File: src/hw/rtl/p2ct_pkg.sv
// ----------------------------------------------------------------------------
// p2ct_pkg: shared types and constants for the polar-to-cartesian tracker
// Field widths, Q.30 angle constants, the CORDIC arctangent table, the job
// record passed from the front end to the rotation engine, and FSM states.
// ----------------------------------------------------------------------------
package p2ct_pkg;

    // Port field widths
    localparam int ANGLE_W  = 20;
    localparam int DIST_W   = 17;
    localparam int FOV_W    = 19;
    localparam int OUT_W    = 17;
    localparam int RANGE_W  = 16;

    // Defaults for top-level parameters
    localparam int CORDIC_STEPS_DEF = 16;

    // Angle format of the input fields
    localparam int ANGLE_FRAC_BITS = 16;

    // Relative angle fov - 2*bearing, its magnitude moved to Q.30
    localparam int D2_W   = ANGLE_W + 2;
    localparam int MAG_SH = 29 - ANGLE_FRAC_BITS;
    localparam int MAG_W  = D2_W - 1 + MAG_SH;
    localparam int RED_W  = 33;              // magnitude modulo two pi
    localparam int FOLD_W = 35;              // signed work width for folding
    localparam int Q_W    = 32;              // folded angle, signed Q.30
    localparam int CORDIC_W = 34;            // rotation datapath width
    localparam int ATAN_W   = 30;
    localparam int ATAN_IDX_W = 5;

    localparam logic [MAG_W-1:0] Q30_TWO_PI_M = MAG_W'(64'd6746518852);
    localparam logic signed [FOLD_W-1:0] Q30_PI      = 35'sd3373259426;
    localparam logic signed [FOLD_W-1:0] Q30_HALF_PI = 35'sd1686629713;
    localparam logic signed [FOLD_W-1:0] Q30_TWO_PI  = 35'sd6746518852;
    localparam logic signed [FOLD_W-1:0] Q30_FOLD_LIM = Q30_TWO_PI - Q30_HALF_PI;
    localparam logic signed [CORDIC_W-1:0] Q30_GAIN  = 34'sd652032874;
    localparam int Q30_SH = 30;

    // Item handed from front end to rotation engine
    typedef struct packed {
        logic signed [Q_W-1:0] angle;   // folded into [-pi/2, pi/2]
        logic                  cneg;    // negate cosine after rotation
        logic                  x_neg;   // half field of view not above bearing
        logic [RANGE_W-1:0]    range;
    } t_job;

    // Rotation engine states
    typedef enum logic [1:0] {
        B_IDLE,
        B_ROT,
        B_MUL,
        B_RND
    } t_bstate;

    // Truncated arctangent of 2^-idx in Q.30
    function automatic logic [ATAN_W-1:0] atan_q30(input logic [ATAN_IDX_W-1:0] idx);
        logic [31:0] v;
        case (idx)
            5'd0:  v = 32'h3243F6A8;
            5'd1:  v = 32'h1DAC6705;
            5'd2:  v = 32'h0FADBAFC;
            5'd3:  v = 32'h07F56EA6;
            5'd4:  v = 32'h03FEAB76;
            5'd5:  v = 32'h01FFD55B;
            5'd6:  v = 32'h00FFFAAA;
            5'd7:  v = 32'h007FFF55;
            5'd8:  v = 32'h003FFFEA;
            5'd9:  v = 32'h001FFFFD;
            5'd10: v = 32'h000FFFFF;
            5'd11: v = 32'h0007FFFF;
            5'd12: v = 32'h0003FFFF;
            5'd13: v = 32'h0001FFFF;
            5'd14: v = 32'h0000FFFF;
            5'd15: v = 32'h00007FFF;
            5'd16: v = 32'h00003FFF;
            5'd17: v = 32'h00001FFF;
            5'd18: v = 32'h00000FFF;
            5'd19: v = 32'h000007FF;
            5'd20: v = 32'h000003FF;
            5'd21: v = 32'h000001FF;
            5'd22: v = 32'h000000FF;
            5'd23: v = 32'h0000007F;
            5'd24: v = 32'h0000003F;
            5'd25: v = 32'h0000001F;
            5'd26: v = 32'h0000000F;
            5'd27: v = 32'h00000008;
            5'd28: v = 32'h00000004;
            5'd29: v = 32'h00000002;
            5'd30: v = 32'h00000001;
            default: v = 32'h00000000;
        endcase
        return v[ATAN_W-1:0];
    endfunction

endpackage

File: src/hw/rtl/p2ct_front.sv
// ----------------------------------------------------------------------------
// p2ct_front: item intake and angle reduction
// Updates the saturating bearing and range, forms the relative angle, takes
// it modulo two pi and folds it into [-pi/2, pi/2] for the rotation engine.
// ----------------------------------------------------------------------------
module p2ct_front (
    input  logic                                i_clk,
    input  logic                                i_rst_n,
    input  logic                                i_valid,
    output logic                                o_ready,
    input  logic                                i_func,
    input  logic signed [p2ct_pkg::ANGLE_W-1:0] i_angle_value,
    input  logic signed [p2ct_pkg::DIST_W-1:0]  i_distance_value,
    input  logic [p2ct_pkg::FOV_W-1:0]          i_field_of_view,
    output logic                                o_push,
    output p2ct_pkg::t_job                      o_job,
    input  logic                                i_full
);
    import p2ct_pkg::*;

    localparam logic signed [ANGLE_W-1:0] BEAR_MAX = {1'b0, {(ANGLE_W-1){1'b1}}};
    localparam logic signed [ANGLE_W-1:0] BEAR_MIN = {1'b1, {(ANGLE_W-1){1'b0}}};

    logic signed [ANGLE_W-1:0] r_bearing, n_bearing;
    logic [RANGE_W-1:0]        r_range, n_range;
    logic [FOV_W-1:0]          r_fov;
    logic                      r_s1_valid;
    logic                      r_s2_valid;
    logic [RED_W-1:0]          r_a0;
    logic                      r_s2_xneg;
    logic [RANGE_W-1:0]        r_s2_range;

    logic accept, s1_adv, s2_adv;
    logic signed [ANGLE_W:0]   bsum;
    logic signed [RANGE_W+1:0] rsum;
    logic signed [D2_W-1:0]    d2;
    logic [D2_W-1:0]           absd;
    logic [MAG_W-1:0]          mag;
    logic [RED_W-1:0]          a0;
    logic signed [FOLD_W-1:0]  a0e, afold;
    logic                      cneg;

    // Stage handshakes: stage 1 reads the live state, so hold intake while it stalls
    assign s2_adv  = r_s2_valid && !i_full;
    assign s1_adv  = r_s1_valid && (!r_s2_valid || s2_adv);
    assign o_ready = !r_s1_valid || s1_adv;
    assign accept  = i_valid && o_ready;
    assign o_push  = s2_adv;

    // Bearing and range update: load when i_func is low, saturating add when high
    always_comb begin
        bsum = {i_angle_value[ANGLE_W-1], i_angle_value} + {r_bearing[ANGLE_W-1], r_bearing};
        rsum = $signed({2'b00, r_range}) +
               $signed({i_distance_value[DIST_W-1], i_distance_value});
        if (!i_func) begin
            n_bearing = i_angle_value;
            n_range   = i_distance_value[DIST_W-1] ? '0 : i_distance_value[RANGE_W-1:0];
        end else begin
            if (bsum[ANGLE_W] != bsum[ANGLE_W-1]) begin
                n_bearing = bsum[ANGLE_W] ? BEAR_MIN : BEAR_MAX;
            end else begin
                n_bearing = bsum[ANGLE_W-1:0];
            end
            if (rsum[RANGE_W+1]) begin
                n_range = '0;
            end else if (rsum[RANGE_W]) begin
                n_range = '1;
            end else begin
                n_range = rsum[RANGE_W-1:0];
            end
        end
    end

    // Relative angle magnitude in Q.30, reduced modulo two pi
    always_comb begin
        d2   = $signed({3'b000, r_fov}) - $signed({r_bearing[ANGLE_W-1], r_bearing, 1'b0});
        absd = d2[D2_W-1] ? D2_W'(-d2) : D2_W'(d2);
        mag  = {absd[D2_W-2:0], {MAG_SH{1'b0}}};
        a0   = (mag >= Q30_TWO_PI_M) ? RED_W'(mag - Q30_TWO_PI_M) : RED_W'(mag);
    end

    // Fold into [-pi/2, pi/2]; angles between pi/2 and 3*pi/2 flip the cosine
    always_comb begin
        a0e  = $signed({{(FOLD_W-RED_W){1'b0}}, r_a0});
        cneg = 1'b0;
        if (a0e <= Q30_HALF_PI) begin
            afold = a0e;
        end else if (a0e < Q30_FOLD_LIM) begin
            afold = Q30_PI - a0e;
            cneg  = 1'b1;
        end else begin
            afold = a0e - Q30_TWO_PI;
        end
        o_job.angle = afold[Q_W-1:0];
        o_job.cneg  = cneg;
        o_job.x_neg = r_s2_xneg;
        o_job.range = r_s2_range;
    end

    // Control registers
    always_ff @(posedge i_clk) begin
        if (!i_rst_n) begin
            r_bearing  <= '0;
            r_range    <= '0;
            r_s1_valid <= 1'b0;
            r_s2_valid <= 1'b0;
        end else begin
            if (accept) begin
                r_bearing <= n_bearing;
                r_range   <= n_range;
            end
            if (accept) begin
                r_s1_valid <= 1'b1;
            end else if (s1_adv) begin
                r_s1_valid <= 1'b0;
            end
            if (s1_adv) begin
                r_s2_valid <= 1'b1;
            end else if (s2_adv) begin
                r_s2_valid <= 1'b0;
            end
        end
    end

    // Payload registers
    always_ff @(posedge i_clk) begin
        if (accept) begin
            r_fov <= i_field_of_view;
        end
        if (s1_adv) begin
            r_a0       <= a0;
            r_s2_xneg  <= d2[D2_W-1] || (d2 == '0);
            r_s2_range <= r_range;
        end
    end

endmodule

File: src/hw/rtl/p2ct_queue.sv
// ----------------------------------------------------------------------------
// p2ct_queue: two-entry job queue
// Decouples the front end from the rotation engine so either can stall.
// ----------------------------------------------------------------------------
module p2ct_queue (
    input  logic           i_clk,
    input  logic           i_rst_n,
    input  logic           i_push,
    input  p2ct_pkg::t_job i_job,
    output logic           o_full,
    input  logic           i_pop,
    output logic           o_empty,
    output p2ct_pkg::t_job o_job
);
    import p2ct_pkg::*;

    t_job       r_entry [2];
    logic       r_wr_ptr;
    logic       r_rd_ptr;
    logic [1:0] r_count;

    assign o_full  = (r_count == 2'd2);
    assign o_empty = (r_count == 2'd0);
    assign o_job   = r_entry[r_rd_ptr];

    // Advance pointers and count
    always_ff @(posedge i_clk) begin
        if (!i_rst_n) begin
            r_wr_ptr <= 1'b0;
            r_rd_ptr <= 1'b0;
            r_count  <= 2'd0;
        end else begin
            if (i_push) begin
                r_wr_ptr <= !r_wr_ptr;
            end
            if (i_pop) begin
                r_rd_ptr <= !r_rd_ptr;
            end
            case ({i_push, i_pop})
                2'b10:   r_count <= r_count + 2'd1;
                2'b01:   r_count <= r_count - 2'd1;
                default: r_count <= r_count;
            endcase
        end
    end

    // Store the pushed item
    always_ff @(posedge i_clk) begin
        if (i_push) begin
            r_entry[r_wr_ptr] <= i_job;
        end
    end

endmodule

File: src/hw/rtl/p2ct_back.sv
// ----------------------------------------------------------------------------
// p2ct_back: CORDIC rotation engine and result scaling
// Rotates the gain vector by the folded angle one micro-step per cycle,
// scales sine and cosine by the range, rounds and holds the result item.
// ----------------------------------------------------------------------------
module p2ct_back #(
    parameter int CORDIC_STEPS = p2ct_pkg::CORDIC_STEPS_DEF
) (
    input  logic                              i_clk,
    input  logic                              i_rst_n,
    input  logic                              i_empty,
    input  p2ct_pkg::t_job                    i_job,
    output logic                              o_pop,
    output logic                              o_valid,
    input  logic                              i_ready,
    output logic signed [p2ct_pkg::OUT_W-1:0] o_x_coord,
    output logic signed [p2ct_pkg::OUT_W-1:0] o_y_coord
);
    import p2ct_pkg::*;

    localparam int STEP_W = $clog2(CORDIC_STEPS);
    localparam int PW     = RANGE_W + 1 + CORDIC_W;
    localparam logic [STEP_W-1:0] STEP_LAST = STEP_W'(CORDIC_STEPS - 1);
    localparam logic [PW-1:0] RND_HALF = PW'(1) << (Q30_SH - 1);

    t_bstate r_state, n_state;

    logic signed [CORDIC_W-1:0] r_x, r_y, r_z;
    logic [STEP_W-1:0]          r_step;
    logic                       r_cneg, r_xneg;
    logic [RANGE_W-1:0]         r_range;
    logic signed [PW-1:0]       r_px, r_py;
    logic                       r_out_valid;
    logic signed [OUT_W-1:0]    r_xo, r_yo;

    logic                       load_out;
    logic signed [CORDIC_W-1:0] xs, ys, at, xf;
    logic signed [RANGE_W:0]    rs;

    // Round half away from zero to an integer, clamp, apply the sign
    function automatic logic signed [OUT_W-1:0] scale_out(
        input logic signed [PW-1:0] p,
        input logic                 flip
    );
        logic              neg;
        logic [PW-1:0]     m;
        logic [PW-1:0]     s;
        logic [RANGE_W-1:0] q;
        neg = p[PW-1];
        m   = neg ? PW'(-p) : PW'(p);
        s   = m + RND_HALF;
        q   = (|s[PW-1:Q30_SH+RANGE_W]) ? '1 : s[Q30_SH+RANGE_W-1:Q30_SH];
        return (neg ^ flip) ? -$signed({1'b0, q}) : $signed({1'b0, q});
    endfunction

    // State register
    always_ff @(posedge i_clk) begin
        if (!i_rst_n) begin
            r_state <= B_IDLE;
        end else begin
            r_state <= n_state;
        end
    end

    // Next state and controls
    always_comb begin
        n_state  = r_state;
        o_pop    = 1'b0;
        load_out = 1'b0;
        unique case (r_state)
            B_IDLE: begin
                if (!i_empty) begin
                    o_pop   = 1'b1;
                    n_state = B_ROT;
                end
            end
            B_ROT: begin
                if (r_step == STEP_LAST) begin
                    n_state = B_MUL;
                end
            end
            B_MUL: begin
                n_state = B_RND;
            end
            B_RND: begin
                if (!r_out_valid || i_ready) begin
                    load_out = 1'b1;
                    n_state  = B_IDLE;
                end
            end
            default: n_state = B_IDLE;
        endcase
    end

    // One micro-rotation
    assign xs = r_x >>> r_step;
    assign ys = r_y >>> r_step;
    assign at = CORDIC_W'(atan_q30(ATAN_IDX_W'(r_step)));
    assign xf = r_cneg ? -r_x : r_x;
    assign rs = $signed({1'b0, r_range});

    // Rotation and scaling datapath
    always_ff @(posedge i_clk) begin
        case (r_state)
            B_IDLE: begin
                if (o_pop) begin
                    r_x     <= Q30_GAIN;
                    r_y     <= '0;
                    r_z     <= CORDIC_W'(i_job.angle);
                    r_step  <= '0;
                    r_cneg  <= i_job.cneg;
                    r_xneg  <= i_job.x_neg;
                    r_range <= i_job.range;
                end
            end
            B_ROT: begin
                if (!r_z[CORDIC_W-1]) begin
                    r_x <= r_x - ys;
                    r_y <= r_y + xs;
                    r_z <= r_z - at;
                end else begin
                    r_x <= r_x + ys;
                    r_y <= r_y - xs;
                    r_z <= r_z + at;
                end
                r_step <= r_step + STEP_W'(1);
            end
            B_MUL: begin
                r_px <= rs * xf;
                r_py <= rs * r_y;
            end
            default: begin
            end
        endcase
    end

    // Output register: hold the result until taken
    always_ff @(posedge i_clk) begin
        if (!i_rst_n) begin
            r_out_valid <= 1'b0;
        end else if (load_out) begin
            r_out_valid <= 1'b1;
        end else if (i_ready) begin
            r_out_valid <= 1'b0;
        end
    end

    always_ff @(posedge i_clk) begin
        if (load_out) begin
            r_xo <= scale_out(r_py, r_xneg);
            r_yo <= scale_out(r_px, 1'b0);
        end
    end

    assign o_valid   = r_out_valid;
    assign o_x_coord = r_xo;
    assign o_y_coord = r_yo;

endmodule

File: src/hw/rtl/polar_to_cartesian_tracker.sv
// ----------------------------------------------------------------------------
// polar_to_cartesian_tracker: point tracker with CORDIC polar conversion
// Keeps a saturating bearing and range, and for every item emits the point
// in cartesian form relative to half the field of view.
//
//   channel | direction | handshake          | payload
//   --------+-----------+--------------------+-----------------------------------
//   input   | in        | i_valid / o_ready  | i_func, i_angle_value,
//           |           |                    | i_distance_value, i_field_of_view
//   result  | out       | o_valid / i_ready  | o_x_coord, o_y_coord
//
// Each item yields one result. The rotation engine pops an item, runs
// CORDIC_STEPS micro-rotations, multiplies and rounds, and pops the next item
// only after the round. An accepted item passes the front-end stage registers,
// the queue, the engine states and the result register before it is valid.
// Reset is synchronous and clears bearing, range and all valid flags.
// A two-entry queue lets intake continue while the engine or the result
// register waits; the result register holds until i_ready.
// ----------------------------------------------------------------------------
module polar_to_cartesian_tracker #(
    parameter int CORDIC_STEPS = p2ct_pkg::CORDIC_STEPS_DEF
) (
    input  logic                                i_clk,
    input  logic                                i_rst_n,
    input  logic                                i_valid,
    output logic                                o_ready,
    input  logic                                i_func,
    input  logic signed [p2ct_pkg::ANGLE_W-1:0] i_angle_value,
    input  logic signed [p2ct_pkg::DIST_W-1:0]  i_distance_value,
    input  logic [p2ct_pkg::FOV_W-1:0]          i_field_of_view,
    output logic                                o_valid,
    input  logic                                i_ready,
    output logic signed [p2ct_pkg::OUT_W-1:0]   o_x_coord,
    output logic signed [p2ct_pkg::OUT_W-1:0]   o_y_coord
);
    import p2ct_pkg::*;

    logic push, full, pop, empty;
    t_job job_in, job_out;

    // Intake, state update and angle reduction
    p2ct_front u_front (
        .i_clk            (i_clk),
        .i_rst_n          (i_rst_n),
        .i_valid          (i_valid),
        .o_ready          (o_ready),
        .i_func           (i_func),
        .i_angle_value    (i_angle_value),
        .i_distance_value (i_distance_value),
        .i_field_of_view  (i_field_of_view),
        .o_push           (push),
        .o_job            (job_in),
        .i_full           (full)
    );

    // Job queue between front end and engine
    p2ct_queue u_queue (
        .i_clk   (i_clk),
        .i_rst_n (i_rst_n),
        .i_push  (push),
        .i_job   (job_in),
        .o_full  (full),
        .i_pop   (pop),
        .o_empty (empty),
        .o_job   (job_out)
    );

    // Rotation, scaling and result register
    p2ct_back #(
        .CORDIC_STEPS (CORDIC_STEPS)
    ) u_back (
        .i_clk     (i_clk),
        .i_rst_n   (i_rst_n),
        .i_empty   (empty),
        .i_job     (job_out),
        .o_pop     (pop),
        .o_valid   (o_valid),
        .i_ready   (i_ready),
        .o_x_coord (o_x_coord),
        .o_y_coord (o_y_coord)
    );

endmodule
File: config.mk
export PLATFORM = sky130hd
export DESIGN_NAME = polar_to_cartesian_tracker
export DESIGN_NICKNAME = d
export VERILOG_FILES = /design/src/hw/rtl/p2ct_pkg.sv /design/src/hw/rtl/p2ct_front.sv /design/src/hw/rtl/p2ct_queue.sv /design/src/hw/rtl/p2ct_back.sv /design/src/hw/rtl/polar_to_cartesian_tracker.sv
export SDC_FILE = /design/constraint.sdc
export NUM_CORES = 2
export LEC_CHECK = 0
export BUFFER_PORTS_ARGS = -buffer_cell sky130_fd_sc_hd__buf_4
export CELL_PAD_IN_SITES_DETAIL_PLACEMENT = 1
export CELL_PAD_IN_SITES_GLOBAL_PLACEMENT = 1
export CORE_ASPECT_RATIO = 1.2
export CORE_MARGIN = 10
export CORE_UTILIZATION = 31
export CTS_CLUSTER_SIZE = 24
export DETAILED_ROUTE_END_ITERATION = 6
export PLACE_DENSITY = 0.65
export SYNTH_ARGS = -nofsm -noshare
export SYNTH_HDL_FRONTEND = slang
export SYNTH_HIERARCHICAL = 1
export SYNTH_SLANG_ARGS = --single-unit
File: constraint.sdc
create_clock -name i_clk -period 9.7 [get_ports i_clk]
set_clock_uncertainty 0.1 [all_clocks]
set_input_delay 1.94 -clock i_clk [delete_from_list [all_inputs] [get_ports i_clk]]
set_output_delay 1.94 -clock i_clk [all_outputs]
set_load 0.02 [all_outputs]
==> results.cfg <==
[status]
status = finished clean

[global_route]
grt_max_degree = 72
grt_pass1_vias = 62280
grt_first_pass_wirelength_um = 346300
grtUsageTotal_pct = 16.64
overflow = 0
grt_antenna_before_repair = 13

[cts]
clk_latency_ns = 0.70
postCtsSetupRepairBufs = 0
cts_root_buf = clkbuf_16
cts_buffers = 66
cts.sinks = 492
cts.reportedPaths.clkPinSlew_ns = 0.06
htreeDepth = 3
tritoncts = built
clockBufferDepth = 3

[sta]
fin_setup_tns_ns = 0
slew_headroom_pct = 10.13
fmax_ghz = 0.1078
maxSlewViolCount = 0
finalCriticalPeriod_ns = 9.276
setup_violations = 0
tightest_slew_ns = 1.338
final_hold_viol_count = 0
period_share_pct = 95.63

[floorplanning]
row_count = 195
initial_core_util_pct = 31.15
die_w_um = 463.8
dieArea_um2 = 256200
core_um2 = 235200
die_height_um = 552.5
num_io_pins = 97

[route]
vias = 55510
drc = 0
ant_nets = 0
drt_iter0_markers = 2593
viasPerCell = 5.043
routed_wl_um = 215900
first_pass_iters = 5
wl_per_cell_um = 19.62

[setup_path]
arrival_ns = 9.62
end_kind = register
cpPeakStageDelay_ns = 0.58
crit_fanout = 9
start_kind = register
worstSetupPathType = reg2reg
cpMostUsedCell = fa_1
critPathSlowestCell = fa_1
cp.required_ns = 10.05
ff2ff_path_depth = 30

[synthesis]
synth_area_um2 = 73260
async_flop_share_pct = 0
synth-seq-cells = 492
yosysTopAreaCellShare_pct = 28.42
synth_edf_count = 417
yosys.area_share.simple_pct = 16.06
ys_seq_area_share_pct = 19.14
synth_compound_area_share_pct = 9.983
post_synth_xor_area_fraction_pct = 5.609
synth_adder_area_share_pct = 35.71
syn_nets = 9412
yosys.cell_types.count = 113
synth_top_family_by_area = adder cells
synthMuxAreaShare_pct = 4.751
synth_area_leader_cell = fa_1
syn_inst = 7888
ys_top_cells_by_area = fa_1, edfxtp_1, ha_1
ys_warn_count = 6
syn_avg_cell_area_um2 = 9.287
synth_flop_cell = edfxtp_1

[final_layout]
final.fill_count = 27250
final_cell_mix = inv_1, fa_1, nand2_1
drive_gt1_share_pct = 7.808
final_nets = 9323
area.growth.synth_to_final_pct = 9.245
final_common_cell = inv_1

[job]
maxCapViolCount = 0

[placed_design]
dp_hpwl_um = 170500
gp_congestion = 0.8360
io_buffers = 96

[hold_path]
hold_depth = 0
hp-class = reg2reg
-- cells by family (layout without fill, tap and decap cells) --
logic type	Yosys count	after routing
xor gates and xnor gates	467	467
other	1	4
AOI/OAI and AO/OA	1137	1137
adders and majority gates	1468	1468
DFF	492	492
and+or+nand+nor	2411	2411
muxes	240	240
buffers and inverters	1672	1635
-- cells in the mapped netlist, drive strengths merged (14+ instances only) --
| cell type | n |
|---|---|
| and2 | 459 |
| or2 | 21 |
| fa | 1040 |
| nor4 | 48 |
| nand4 | 38 |
| xnor2 | 297 |
| buf | 63 |
| nand2b | 69 |
| inv | 1279 |
| o21bai | 30 |
| a21o | 109 |
| o41ai | 16 |
| nor3b | 16 |
| nor2b | 73 |
| a211oi | 39 |
| clkbuf | 329 |
| nand2 | 1007 |
| nor3 | 81 |
| mux2i | 65 |
| ha | 423 |
| o21ai | 253 |
| mux4 | 76 |
| edfxtp | 417 |
| xor2 | 170 |
| or3 | 36 |
| a21boi | 18 |
| a31oi | 49 |
| and3 | 42 |
| o21a | 40 |
| a21oi | 349 |
| dfxtp | 75 |
| a221oi | 20 |
| nand3 | 86 |
| or4 | 14 |
| nor2 | 359 |
| o31ai | 40 |
| o211ai | 25 |
| mux2 | 99 |
-- layer usage --
metal | up-vias | routed length (um) | GRT usage (%)
met5 | - | 0 | 0
met4 | 0 | 6354 | 4.795
met2 | 939 | 113600 | 31.06
li1 | 25370 | - | -
met3 | 326 | 6874 | 1.754
met1 | 28870 | 89100 | 20.02
-- state kept, by name, summed over array words and instances, names as in the netlist, 4 cells and up, named ones only --
register	cells
u_queue/r_entry	100
u_back/r_px	51
u_back/r_py	51
u_back/r_x	34
u_back/r_y	34
u_back/r_z	34
u_back/at	29
u_front/r_a0	21
u_front/r_bearing	20
u_front/r_fov	19
u_back/o_x_coord	17
u_back/o_y_coord	17
u_back/r_range	16
u_front/r_range	16
u_front/r_s2_range	16
u_back/r_step	4
-- critical path, delay by kind of cell, from the launching register on --
family / cells / cell delay [ns]
DFF: 1 / 0.50
adders and majority gates: 7 / 3.35
AOI/OAI and AO/OA: 9 / 2.30
and+or+nand+nor: 8 / 2.15
xor gates and xnor gates: 2 / 0.40
buffers and inverters: 4 / 0.22
-- area by class of cell --
| cell class | count | area (um^2) | area share (%) |
|---|---|---|---|
| inverters | 1280 | 4805 | 6.003 |
| repair buffers | 235 | 1814 | 2.267 |
| flip-flops and latches | 492 | 14020 | 17.52 |
| multi-input cells | 5724 | 52980 | 66.20 |
| clock inverters | 36 | 643.1 | 0.8036 |
| diodes | 3 | 7.507 | 0.009380 |
| clock buffers | 84 | 1812 | 2.264 |
| well taps | 3152 | 3944 | 4.928 |
-- worst paths after layout --
path | startpoint | to | slack [ns]
max | u_back/r_x[12] | u_back/r_px[49] | 0.42
min | u_front/r_s2_range[14] | u_queue/r_entry[1][14] | 0.34
min reg2reg | u_front/r_s2_range[14] | u_queue/r_entry[1][14] | 0.34
max reg2reg | u_back/r_x[12] | u_back/r_px[49] | 0.42
-- through the flow --
stage                     hold WS (ns)  setup slack (ns)  cells  utilization [%]  instance area (um^2)
after detailed placement        0.3377            0.2703  10880            32.95                 77490
after global placement          0.3309            0.4557  10880            32.95                 77490
after floorplan                 0.3215            0.8586   7888                -                 73260
final                           0.3408            0.4238  11010            34.03                 80030
after global routing            0.3598          -0.01345  11000            34.02                 80030
after CTS                       0.3484            0.2307  11000            33.99                 79950
-- timing repair --
action / 4_1_cts / 5_1_grt
resized for setup: 0 / 10
hold buffers: 0 / 0
setup endpoints to repair: 0 / 7
Power is not shown: default switching activity piles up to over one toggle a cycle in this logic, so the estimate is an artifact.
